==> src/hw/rtl/delta_list_record_decoder_assert.svh <==
// Assertion macros for the delta list record decoder.
// Used by the top level only; no other dependencies.
`ifndef DELTA_LIST_RECORD_DECODER_ASSERT_SVH
`define DELTA_LIST_RECORD_DECODER_ASSERT_SVH

`ifndef SYNTHESIS

`define DLRD_ASSERT(label, clk, rst_n, prop, msg) \
    label: assert property (@(posedge clk) disable iff (!rst_n) prop) else $error(msg);

`define DLRD_ASSERT_ALWAYS(label, clk, prop, msg) \
    label: assert property (@(posedge clk) prop) else $error(msg);

`else

`define DLRD_ASSERT(label, clk, rst_n, prop, msg)

`define DLRD_ASSERT_ALWAYS(label, clk, prop, msg)

`endif

`endif

==> src/hw/rtl/dlrd_pkg.sv <==
// Types and constants shared by the delta list record decoder modules.
// No dependencies.
package dlrd_pkg;

    localparam logic [2:0] PH_GRP_LEN  = 3'd0;
    localparam logic [2:0] PH_PREFIX   = 3'd1;
    localparam logic [2:0] PH_COUNT    = 3'd2;
    localparam logic [2:0] PH_ENT_LEN  = 3'd3;
    localparam logic [2:0] PH_ENT_DATA = 3'd4;

    localparam logic [7:0] COUNT_BYTES = 8'd3;

    localparam logic KIND_ENTRY  = 1'b0;
    localparam logic KIND_PREFIX = 1'b1;

    typedef struct packed {
        logic       start_of_list;
        logic [7:0] data_byte;
    } t_in_beat;

    typedef struct packed {
        logic        record_kind;
        logic [63:0] value;
        logic [31:0] out_offset;
    } t_result;

    typedef struct packed {
        logic [2:0] phase;
        logic [7:0] bytes_left;
    } t_dec_status;

endpackage

==> src/hw/rtl/dlrd_in_stage.sv <==
// Input register of the delta list record decoder.
// Depends on dlrd_pkg.
module dlrd_in_stage (
    input  logic              i_clk,
    input  logic              i_rst_n,
    input  logic              i_valid,
    output logic              o_ready,
    input  dlrd_pkg::t_in_beat i_beat,
    input  logic              i_advance,
    output logic              o_valid,
    output dlrd_pkg::t_in_beat o_beat
);
    import dlrd_pkg::*;

    logic     r_valid;
    t_in_beat r_beat;

    assign o_ready = !r_valid || i_advance;
    assign o_valid = r_valid;
    assign o_beat  = r_beat;

    always_ff @(posedge i_clk) begin
        if (!i_rst_n) begin
            r_valid <= 1'b0;
        end else if (o_ready) begin
            r_valid <= i_valid;
        end
    end

    always_ff @(posedge i_clk) begin
        if (o_ready && i_valid) begin
            r_beat <= i_beat;
        end
    end

endmodule

==> src/hw/rtl/dlrd_decode.sv <==
// Decode state and next-state logic: one byte per enabled cycle.
// Depends on dlrd_pkg.
module dlrd_decode #(
    parameter int ENTRY_BYTES  = 8,
    parameter int PREFIX_BYTES = 3
) (
    input  logic                  i_clk,
    input  logic                  i_rst_n,
    input  logic                  i_en,
    input  dlrd_pkg::t_in_beat    i_beat,
    output logic                  o_has_result,
    output dlrd_pkg::t_result     o_result,
    output dlrd_pkg::t_dec_status o_status
);
    import dlrd_pkg::*;

    localparam logic [63:0] ENTRY_MASK  = (ENTRY_BYTES >= 8) ? {64{1'b1}} :
        ((64'd1 << (8 * ENTRY_BYTES)) - 64'd1);
    localparam logic [63:0] PREFIX_MASK = (PREFIX_BYTES >= 8) ? {64{1'b1}} :
        ((64'd1 << (8 * PREFIX_BYTES)) - 64'd1);
    localparam logic [31:0] ENTRY_INC   = 32'(ENTRY_BYTES);

    logic [2:0]  r_phase, n_phase, c_phase;
    logic [7:0]  r_bl, n_bl, c_bl;
    logic [63:0] r_ds, n_ds, c_ds;
    logic [63:0] r_ps, n_ps, c_ps;
    logic [63:0] r_es, n_es, c_es;
    logic [23:0] r_el, n_el, c_el;
    logic [31:0] r_bo, n_bo, c_bo;
    logic [63:0] w_shifted;
    logic [7:0]  w_b;
    logic        w_emit_ent;
    logic        w_emit_pfx;

    always_comb begin
        w_b     = i_beat.data_byte;
        c_phase = i_beat.start_of_list ? PH_GRP_LEN : r_phase;
        c_bl    = i_beat.start_of_list ? 8'd0  : r_bl;
        c_ds    = i_beat.start_of_list ? 64'd0 : r_ds;
        c_ps    = i_beat.start_of_list ? 64'd0 : r_ps;
        c_es    = i_beat.start_of_list ? 64'd0 : r_es;
        c_el    = i_beat.start_of_list ? 24'd0 : r_el;
        c_bo    = i_beat.start_of_list ? 32'd0 : r_bo;

        w_shifted  = {c_ds[55:0], w_b};
        n_phase    = c_phase;
        n_bl       = c_bl;
        n_ds       = c_ds;
        n_ps       = c_ps;
        n_es       = c_es;
        n_el       = c_el;
        n_bo       = c_bo;
        w_emit_ent = 1'b0;
        w_emit_pfx = 1'b0;
        o_result   = '0;

        unique case (c_phase)
            PH_PREFIX: begin
                n_ds = w_shifted;
                n_bl = c_bl - 8'd1;
                if (n_bl == 8'd0) begin
                    n_ps    = c_ps + w_shifted;
                    n_ds    = 64'd0;
                    n_el    = 24'd0;
                    n_bl    = COUNT_BYTES;
                    n_phase = PH_COUNT;
                end
            end
            PH_COUNT: begin
                n_el = {c_el[15:0], w_b};
                n_bl = c_bl - 8'd1;
                if (n_bl == 8'd0) begin
                    n_es       = 64'd0;
                    w_emit_pfx = 1'b1;
                    n_phase    = (n_el == 24'd0) ? PH_GRP_LEN : PH_ENT_LEN;
                end
            end
            PH_ENT_LEN: begin
                n_ds = 64'd0;
                if (w_b == 8'd0) begin
                    w_emit_ent = 1'b1;
                end else begin
                    n_bl    = w_b;
                    n_phase = PH_ENT_DATA;
                end
            end
            PH_ENT_DATA: begin
                n_ds = w_shifted;
                n_bl = c_bl - 8'd1;
                if (n_bl == 8'd0) begin
                    n_es       = c_es + w_shifted;
                    n_ds       = 64'd0;
                    w_emit_ent = 1'b1;
                end
            end
            default: begin
                n_ds = 64'd0;
                if (w_b == 8'd0) begin
                    n_el    = 24'd0;
                    n_bl    = COUNT_BYTES;
                    n_phase = PH_COUNT;
                end else begin
                    n_bl    = w_b;
                    n_phase = PH_PREFIX;
                end
            end
        endcase

        if (w_emit_pfx) begin
            o_result.record_kind = KIND_PREFIX;
            o_result.value       = c_ps & PREFIX_MASK;
            o_result.out_offset  = c_bo;
        end
        if (w_emit_ent) begin
            o_result.record_kind = KIND_ENTRY;
            o_result.value       = n_es & ENTRY_MASK;
            o_result.out_offset  = c_bo;
            n_bo                 = c_bo + ENTRY_INC;
            n_el                 = c_el - 24'd1;
            n_phase              = (n_el == 24'd0) ? PH_GRP_LEN : PH_ENT_LEN;
        end
        o_has_result = w_emit_pfx || w_emit_ent;
    end

    always_ff @(posedge i_clk) begin
        if (!i_rst_n) begin
            r_phase <= PH_GRP_LEN;
            r_bl    <= 8'd0;
            r_ds    <= 64'd0;
            r_ps    <= 64'd0;
            r_es    <= 64'd0;
            r_el    <= 24'd0;
            r_bo    <= 32'd0;
        end else if (i_en) begin
            r_phase <= n_phase;
            r_bl    <= n_bl;
            r_ds    <= n_ds;
            r_ps    <= n_ps;
            r_es    <= n_es;
            r_el    <= n_el;
            r_bo    <= n_bo;
        end
    end

    assign o_status.phase      = r_phase;
    assign o_status.bytes_left = r_bl;

endmodule

==> src/hw/rtl/dlrd_out_stage.sv <==
// Result register of the delta list record decoder.
// Depends on dlrd_pkg.
module dlrd_out_stage (
    input  logic              i_clk,
    input  logic              i_rst_n,
    input  logic              i_load,
    input  logic              i_has_result,
    input  dlrd_pkg::t_result i_result,
    input  logic              i_ready,
    output logic              o_valid,
    output logic              o_advance,
    output dlrd_pkg::t_result o_result
);
    import dlrd_pkg::*;

    logic    r_valid;
    t_result r_result;

    assign o_advance = !r_valid || i_ready;
    assign o_valid   = r_valid;
    assign o_result  = r_result;

    always_ff @(posedge i_clk) begin
        if (!i_rst_n) begin
            r_valid <= 1'b0;
        end else if (o_advance) begin
            r_valid <= i_load && i_has_result;
        end
    end

    always_ff @(posedge i_clk) begin
        if (o_advance && i_load && i_has_result) begin
            r_result <= i_result;
        end
    end

endmodule

==> src/hw/rtl/delta_list_record_decoder.sv <==
// Top level of the delta list record decoder: input register, decode, result register.
// Depends on dlrd_pkg, dlrd_in_stage, dlrd_decode, dlrd_out_stage and the assert header.
//
//  channel | dir | tdata                               | tuser
//  s_      | in  | [7:0] data_byte                     | start_of_list
//  m_      | out | [63:0] value, [95:64] out_offset    | record_kind
//
// One byte per clock while the result register is free or m_tready is high; each byte is
// captured in the input register and decoded into the result register when that register
// can advance, so a byte's result passes both registers before it can be taken.
// Reset is synchronous and clears both stage valids and all decode state.
// While a result waits on m_tready, decoding stops and the byte in the input
// register is held; s_tready is low while that register is full and cannot advance.
`include "delta_list_record_decoder_assert.svh"

module delta_list_record_decoder #(
    parameter int ENTRY_BYTES  = 8,
    parameter int PREFIX_BYTES = 3
) (
    input  logic        i_clk,
    input  logic        i_rst_n,
    input  logic        s_tvalid,
    output logic        s_tready,
    input  logic [7:0]  s_tdata,   // [7:0] data_byte
    input  logic        s_tuser,   // [0] start_of_list
    output logic        m_tvalid,
    input  logic        m_tready,
    output logic [95:0] m_tdata,   // [63:0] value, [95:64] out_offset
    output logic        m_tuser    // [0] record_kind
);
    import dlrd_pkg::*;

    t_in_beat    w_in_beat;
    t_in_beat    w_reg_beat;
    logic        w_reg_valid;
    logic        w_advance;
    logic        w_has_result;
    t_result     w_result;
    t_result     w_out_result;
    t_dec_status w_status;

    assign w_in_beat.data_byte     = s_tdata;
    assign w_in_beat.start_of_list = s_tuser;

    dlrd_in_stage u_in (
        .i_clk    (i_clk),
        .i_rst_n  (i_rst_n),
        .i_valid  (s_tvalid),
        .o_ready  (s_tready),
        .i_beat   (w_in_beat),
        .i_advance(w_advance),
        .o_valid  (w_reg_valid),
        .o_beat   (w_reg_beat)
    );

    dlrd_decode #(
        .ENTRY_BYTES (ENTRY_BYTES),
        .PREFIX_BYTES(PREFIX_BYTES)
    ) u_dec (
        .i_clk       (i_clk),
        .i_rst_n     (i_rst_n),
        .i_en        (w_reg_valid && w_advance),
        .i_beat      (w_reg_beat),
        .o_has_result(w_has_result),
        .o_result    (w_result),
        .o_status    (w_status)
    );

    dlrd_out_stage u_out (
        .i_clk       (i_clk),
        .i_rst_n     (i_rst_n),
        .i_load      (w_reg_valid),
        .i_has_result(w_has_result),
        .i_result    (w_result),
        .i_ready     (m_tready),
        .o_valid     (m_tvalid),
        .o_advance   (w_advance),
        .o_result    (w_out_result)
    );

    assign m_tdata = {w_out_result.out_offset, w_out_result.value};
    assign m_tuser = w_out_result.record_kind;

    `DLRD_ASSERT(a_ready_when_out_free, i_clk, i_rst_n,
        !m_tvalid |-> s_tready, "s_tready low with empty result register")

    `DLRD_ASSERT(a_result_from_beat, i_clk, i_rst_n,
        (m_tvalid && !$past(m_tvalid)) |-> $past(w_reg_valid), "result without a decoded beat")

    `DLRD_ASSERT(a_data_count_live, i_clk, i_rst_n,
        (w_status.phase == PH_ENT_DATA) |-> (w_status.bytes_left != 8'd0),
        "entry data phase with no bytes left")

    `DLRD_ASSERT_ALWAYS(a_reset_clears, i_clk,
        !$past(i_rst_n) |-> (!m_tvalid && !w_reg_valid), "stage valid set after reset")

endmodule

==> config.mk <==
export PLATFORM = sky130hd
export DESIGN_NAME = delta_list_record_decoder
export DESIGN_NICKNAME = d
export VERILOG_FILES = /design/src/hw/rtl/dlrd_pkg.sv /design/src/hw/rtl/dlrd_in_stage.sv /design/src/hw/rtl/dlrd_decode.sv /design/src/hw/rtl/dlrd_out_stage.sv /design/src/hw/rtl/delta_list_record_decoder.sv
export VERILOG_INCLUDE_DIRS = /design/src /design/src/hw/rtl
export SDC_FILE = /design/constraint.sdc
export NUM_CORES = 1
export LEC_CHECK = 0
export BUFFER_PORTS_ARGS = -buffer_cell sky130_fd_sc_hd__buf_2
export CELL_PAD_IN_SITES_DETAIL_PLACEMENT = 1
export CELL_PAD_IN_SITES_GLOBAL_PLACEMENT = 1
export CORE_MARGIN = 2
export CORE_UTILIZATION = 51
export CTS_CLUSTER_DIAMETER = 50
export CTS_CLUSTER_SIZE = 12
export DETAILED_ROUTE_END_ITERATION = 8
export PLACE_DENSITY = 0.95
export SKIP_LAST_GASP = 1
export SLEW_MARGIN = 0
export SYNTH_ARGS = -nofsm -noshare
export SYNTH_HDL_FRONTEND = slang
export SYNTH_SLANG_ARGS = --single-unit
==> constraint.sdc <==
create_clock -name i_clk -period 17.74 [get_ports i_clk]
set_input_delay 2.661 -clock i_clk [delete_from_list [all_inputs] [get_ports i_clk]]
set_output_delay 2.661 -clock i_clk [all_outputs]
set_load 0.02 [all_outputs]
Word level (Yosys, flattened, before mapping)
Cells that the tools add are included.
{"block": "word_totals", "regBits": 359, "in_bits": 13, "wordCells": 76}
{"block": "classes", "n_addsub": 5, "eq_ne": 4, "mux": 37, "n_reduce_logical": 16}
{"operator": "$mux 64", "n": 6}
{"operator": "$add 64x64->64", "n": 2}
{"operator": "$pmux 64 s2", "n": 1}
{"operator": "$mux 56", "n": 2}
{"operator": "$pmux 56 s2", "n": 1}
{"operator": "$mux 97", "n": 1}
{"operator": "$mux 24", "n": 4}
{"operator": "$mux 96", "n": 1}
{"operator": "$pmux 24 s3", "n": 1}
{"operator": "$mux 32", "n": 2}
{"operator": "$logic_not 24->1", "n": 2}
{"operator": "$add 32x4->32 const B", "n": 1}
{"operator": "$mux 8", "n": 4}
{"operator": "$pmux 8 s3", "n": 1}
{"operator": "$sub 24x1->24 const B", "n": 1}
{"operator": "$logic_not 8->1", "n": 2}
{"operator": "$mux 3", "n": 5}
{"operator": "$pmux 3 s4", "n": 1}
{"operator": "$sub 8x1->8 const B", "n": 1}
{"operator": "$eq 3x2->1 const B", "n": 2}
{"operator": "$mux 2", "n": 3}
{"operator": "$reduce_or 2->1", "n": 3}
{"operator": "$logic_and 1x1->1", "n": 4}
{"operator": "$eq 3x1->1 const B", "n": 1}
{"operator": "other kinds (5)", "n": 10}

Depth between registers and ports, before layout
{"block": "logic_depth", "ltp_word": 7, "depth_mapped": 25}

Cells and area by module
A second synthesis with hierarchy kept.
{"block": "hier_totals", "hier_cells": 2400, "area_unflattened_um2": 19985.4}
{"mod": "dlrd_decode", "n_inst": 1, "cells_each": 2283, "area_each_um2": 16673.5}
{"mod": "dlrd_out_stage", "n_inst": 1, "cells_each": 102, "area_each_um2": 2977.9}
{"mod": "dlrd_in_stage", "n_inst": 1, "cells_each": 14, "area_each_um2": 327.8}
{"mod": "delta_list_record_decoder", "n_inst": 1, "cells_each": 1, "area_each_um2": 6.3}

Worst setup path before layout
No wires, ideal clock.
{"block": "synth_path", "path_type": "reg2reg", "from": "reg u_in.r_beat, in the netlist u_in.o_beat[8]", "to": "reg u_out.r_result, in the netlist u_out.o_result[0] (enable)", "arrival_time_ps": 7620, "required_time_ps": 17185, "setup_slack_ps": 9564, "stages_incl_launch_ff": 18, "n_path_buf": 8, "synth_period_minus_slack_ps": 8176, "cell_sequence": "edfxtp_1 > buf_2 > inv_1 > buf_2 > clkbuf_1 > clkbuf_1 > clkbuf_1 > buf_1 > nand2_1 > ha_1 > clkbuf_1 > xnor2_1 > nand3_1 > a211oi_2 > or2_2 > clkbuf_1 > nor2_1 > nor2_1"}
{"block": "synth_between", "elab_chain_cells": 7, "word_cells_on_any_way": 12, "classes_between": "1 x add/sub; 3 x eq/ne; 5 x mux; 3 x reduce/logical"}
{"element": "from (decl)", "line": "dlrd_in_stage.sv:16", "text": "t_in_beat r_beat;"}
{"element": "from (signal assigned)", "line": "dlrd_in_stage.sv:32", "text": "r_beat <= i_beat;"}
{"element": "$mux 8", "line": "dlrd_decode.sv:38", "text": "c_bl = i_beat.start_of_list ? 8'd0 : r_bl;"}
{"element": "$sub 8x1->8", "line": "dlrd_decode.sv:71, dlrd_decode.sv:89"}
{"element": "$logic_not 8->1", "line": "dlrd_decode.sv:72, dlrd_decode.sv:90"}
{"element": "$mux 1", "line": "dlrd_decode.sv:72, dlrd_decode.sv:90"}
{"element": "$pmux 1 s2 / $mux 1 (equally long branches)", "line": "dlrd_decode.sv:57", "text": "unique case (c_phase)"}
{"element": "$logic_or 1x1->1 *", "line": "dlrd_decode.sv:122", "text": "o_has_result = w_emit_pfx || w_emit_ent;"}
{"element": "$logic_and 1x1->1 *", "line": "dlrd_out_stage.sv:32", "text": "if (o_advance && i_load && i_has_result) begin"}
{"element": "to (signal assigned)", "line": "dlrd_out_stage.sv:33", "text": "r_result <= i_result;"}
{"element": "to (decl)", "line": "dlrd_out_stage.sv:17", "text": "t_result r_result;"}
Mark *: on every way between the ends. The rest lies on a longest branch, timed or not.
A chain may end at the register's enable or synchronous reset.

Worst setup path in the final report
{"block": "layout_path", "from": "reg u_in.r_beat, in the netlist u_in.o_beat[8]", "to": "reg u_dec.r_ps[20]"}
{"block": "layout_between", "elab_chain_cells": 5, "word_cells_on_any_way": 10, "classes_between": "2 x add/sub; 1 x eq/ne; 6 x mux; 1 x reduce/logical"}
{"element": "branches (longest 4 deep; another with $add 64x64->64)"}
{"element": "$mux 64 *", "line": "dlrd_decode.sv:57"}
{"element": "to (signal assigned)", "line": "dlrd_decode.sv:138", "text": "r_ps <= n_ps;"}
{"element": "to (decl)", "line": "dlrd_decode.sv:26", "text": "logic [63:0] r_ps, n_ps, c_ps;"}
Every way passes the cells marked *.

==> results.cfg <==
[pwr]
seq_power_share = 0.443
report.power.total_uw = 1760
p_sw_uw = 468
combPwrFrac = 0.074
leakage_uw = 0.00768
p_per_area_nw_per_um2 = 80.0
internal_power_uw = 1290
swShare = 0.266
clock_power_share = 0.482
vdd_drop_max_v = 0.0000827

[global_routing]
grt_max_degree = 92
antenna_found_initial = 0
grt_usage = 0.333
grt_pass1_vias = 20300
grt_pass1_wl_microns = 110000
overflow = 0

[sta]
hold_violations = 0
setup_viol = 0
fmax_ghz = 0.159
slew_headroom = 0.181
min_period_ns = 6.29
whs_ns = 0.476
slew_viol_final = 0
min_period_over_period = 0.355
rsz0062_at_grt = no
timing.setup.tns_ns = 0
tightestPinTransition_ns = 1.23
skew_ns = 0.0360

[cts]
clockBufferDepth = 3
clock_latency_ns = 0.61
cts_made_buffers = 40
cts_hold_buf = 0
cts_tree = yes
post-cts-setup-buffers = 0
cts-root-buf = clkbuf_16
cts.sinks = 319
clk_pin_slew_ns = 0.06
cts_resized = 0
htreeDepth = 2

[setup_path]
worstPathRequired_ns = 18.22
crit_chain = buf_4 -> buf_4 -> buf_4 -> nor2b_1 -> ha_1 -> nor2b_1 -> a31o_2 -> a211oi_1 -> a31oi_1 -> a31o_2 -> maj3_1 -> maj3_2 -> a21oi_1 -> o22ai_1 -> a41oi_1 -> o21ai_1 -> and2_1
worst-setup-path-type = reg2reg
cp.arrival_ns = 6.77
crit_slowest_cell = buf_4
crit_top_cell = buf_4
slowest_delay_ns = 0.93
cp-end-kind = flop
crit_fanout = 91
path_buf_inv = 3
path_delay_family = buffers and inverters
cp-start-kind = flop

[run]
maxCapViolations = 0

[yosys]
synth_edf_count = 106
syn-num-nets = 2514
avgSynthCellArea_sq_um = 8.19
synth_cells = 2439
yosysSeqAreaShare = 0.373
synthArstFlopShare = 0
yosysUniqueCellTypes = 93
synth_area_sq_um = 20000
synth_ff_type = dfxtp_1
yosysWarningCount = 0
ys_seq_elements = 319

[worst_hold_path]
hp-class = reg2reg

[placement]
place_congestion = 0.912
dp_hpwl_microns = 44500
dp.cells = 2897
io_buffers = 111

[cells_and_area]
fill_cells = 4678
multi_input_area_sq_um = 11700
final_cells = 2970
nets = 2496
area_growth_syn_to_layout_pct = 9.97
layout-drive-gt1-share = 0.104
regArea_sq_um = 7450
antennaDiodeCount = 0

[routing]
drcViolationCount = 0
drt-total-wl_microns = 69200
drt_iter0_drc = 1596
drtPass1Iterations = 6
vias = 19600
viasPerCell = 6.61
detail-route-antenna-nets = 0
wl_per_cell_microns = 23.3

[floorplan]
start_util = 0.517
top_level_ports = 112
die_w_microns = 202
die-area_sq_um = 40800
die_h_microns = 202
core_sq_um = 38600
fp-row-count = 72

[outcome]
run_status = finished, final reports clean
metrics by stage:
step / setup WS, ns / instance area (sq um) / utilization
after CTS: 11.55 / 22000 / 0.568
after global routing: 11.12 / 22000 / 0.568
after detailed placement: 11.64 / 20600 / 0.534
after global placement: 11.73 / 20600 / 0.534
final: 11.45 / 22000 / 0.568
after floorplan: 9.56 / 20000 / -
sequential cells by signal, summed over array words and instances, names as in the netlist, 3 cells and up:
| name | count |
|---|---|
| u_dec.r_el | 24 |
| u_dec.r_ds | 56 |
| u_dec.r_phase | 3 |
| u_dec.r_bo | 32 |
| u_dec.r_ps | 24 |
| u_dec.r_bl | 8 |
| u_out.o_result | 97 |
| u_dec.r_es | 64 |
| u_in.o_beat | 9 |
worst reg2reg max path: stages (launching register included):
cell and delay (ns):
edfxtp_1 0.39, buf_4 0.70, buf_4 0.96, buf_4 0.71, nor2b_1 0.14, ha_1 0.36, nor2b_1 0.19, a31o_2 0.29
a211oi_1 0.38, a31oi_1 0.17, a31o_2 0.31, maj3_1 0.37, maj3_2 0.39, a21oi_1 0.22, o22ai_1 0.11, a41oi_1 0.21
o21ai_1 0.08, and2_1 0.18
layout by cell type, fill, tap and decap left out, types with 12 or more instances in the layout:
| cell | netlist | routed |
|---|---|---|
| nor2_1 | 297 | 293 |
| edfxtp_1 | 106 | 106 |
| nor3_1 | 65 | 64 |
| nand4_1 | 22 | 22 |
| inv_1 | 29 | 27 |
| dfxtp_1 | 213 | 213 |
| ha_1 | 61 | 61 |
| a22o_1 | 37 | 37 |
| and3_1 | 15 | 15 |
| nor2b_1 | 148 | 147 |
| nor4_1 | 22 | 22 |
| clkbuf_16 | 0 | 41 |
| xnor2_1 | 85 | 85 |
| a21oi_1 | 176 | 176 |
| a31oi_1 | 24 | 24 |
| buf_2 | 32 | 111 |
| a211oi_1 | 37 | 37 |
| nand3_1 | 38 | 38 |
| o31ai_1 | 12 | 12 |
| buf_4 | 2 | 26 |
| maj3_1 | 13 | 13 |
| xor2_1 | 53 | 53 |
| a22oi_1 | 104 | 104 |
| o21ai_0 | 162 | 162 |
| a221oi_1 | 25 | 25 |
| and2_1 | 20 | 20 |
| o211ai_1 | 16 | 16 |
| a21o_1 | 39 | 39 |
| nand2_1 | 229 | 228 |
| a32oi_1 | 13 | 13 |
power groups by stage:
stage | logic [uW] | clock network [uW] | registers [uW]
global route | 141 | 879 | 779
global placement | 119 | 0 | 791
floorplan | 100 | 0 | 782
finish | 131 | 847 | 779
detailed placement | 125 | 0 | 793
CTS | 128 | 852 | 778
logic make-up after synthesis:
kind of cell             Yosys count  share of synthesized area
XOR/XNOR                         138                     0.0605
AO/OA/AOI/OAI                    751                      0.249
buffers and inverters            227                     0.0460
flip-flops                       319                      0.373
adder cells (fa/ha/maj)           76                     0.0463
AND/OR/NAND/NOR                  919                      0.221
multiplexers                       9                    0.00482
worst paths after layout:
kind,from,to,slack (ns),cells after the start
worst max-delay path,u_in.o_beat[8]$_DFFE_PP_,u_dec.r_ps[20]$_SDFFE_PN0P_,11.45,17
worst min-delay path,u_dec.r_es[57]$_SDFFE_PN0P_,u_dec.r_es[57]$_SDFFE_PN0P_,0.48,2
worst max register to register,u_in.o_beat[8]$_DFFE_PP_,u_dec.r_ps[20]$_SDFFE_PN0P_,11.45,17
worst min register to register,u_dec.r_es[57]$_SDFFE_PN0P_,u_dec.r_es[57]$_SDFFE_PN0P_,0.48,2
area by class of cell:
class | count | share of cell area
multi-input combinational | 1893 | 0.531
clock inverter | 18 | 0.0105
sequential | 319 | 0.339
timing repair buffer | 137 | 0.0342
clock buffer | 55 | 0.0505
tap | 518 | 0.0295
inverter | 30 | 0.00524
routing by layer:
layer,vias to the layer above,track usage,part of all wire
met5,-,0,0
met2,820,0.564,0.48
li1,8798,-,-
met1,9740,0.403,0.40
met3,271,0.0614,0.064
met4,0,0.175,0.048
Yosys cell counts, types with 5 or more instances:
library cell / n / share of area
a211oi_1: 37 / 0.014
a21boi_0: 5 / 0.0019
a21o_1: 39 / 0.015
a21oi_1: 176 / 0.044
a221oi_1: 25 / 0.011
a22o_1: 37 / 0.016
a22oi_1: 104 / 0.039
a311oi_1: 5 / 0.0022
a31oi_1: 24 / 0.0075
a32oi_1: 13 / 0.0057
and2_1: 20 / 0.0063
and3_1: 15 / 0.0047
buf_1: 12 / 0.0023
buf_2: 32 / 0.0080
clkbuf_1: 146 / 0.027
dfxtp_1: 213 / 0.21
edfxtp_1: 106 / 0.16
ha_1: 61 / 0.038
inv_1: 29 / 0.0055
maj3_1: 13 / 0.0065
mux2_2: 5 / 0.0028
nand2_1: 229 / 0.043
nand2b_1: 12 / 0.0038
nand3_1: 38 / 0.0095
nand4_1: 22 / 0.0069
nor2_1: 297 / 0.056
nor2b_1: 148 / 0.046
nor3_1: 65 / 0.016
nor3b_1: 6 / 0.0023
nor4_1: 22 / 0.0069
o2111ai_1: 7 / 0.0031
o211ai_1: 16 / 0.0060
o21a_1: 10 / 0.0038
o21ai_0: 162 / 0.041
o21ai_1: 8 / 0.0020
o21bai_1: 7 / 0.0026
o22ai_1: 11 / 0.0034
o31ai_1: 12 / 0.0045
or2_2: 7 / 0.0022
or3_1: 7 / 0.0022
xnor2_1: 85 / 0.037
xor2_1: 53 / 0.023
(Power assumes the default switching activity.)
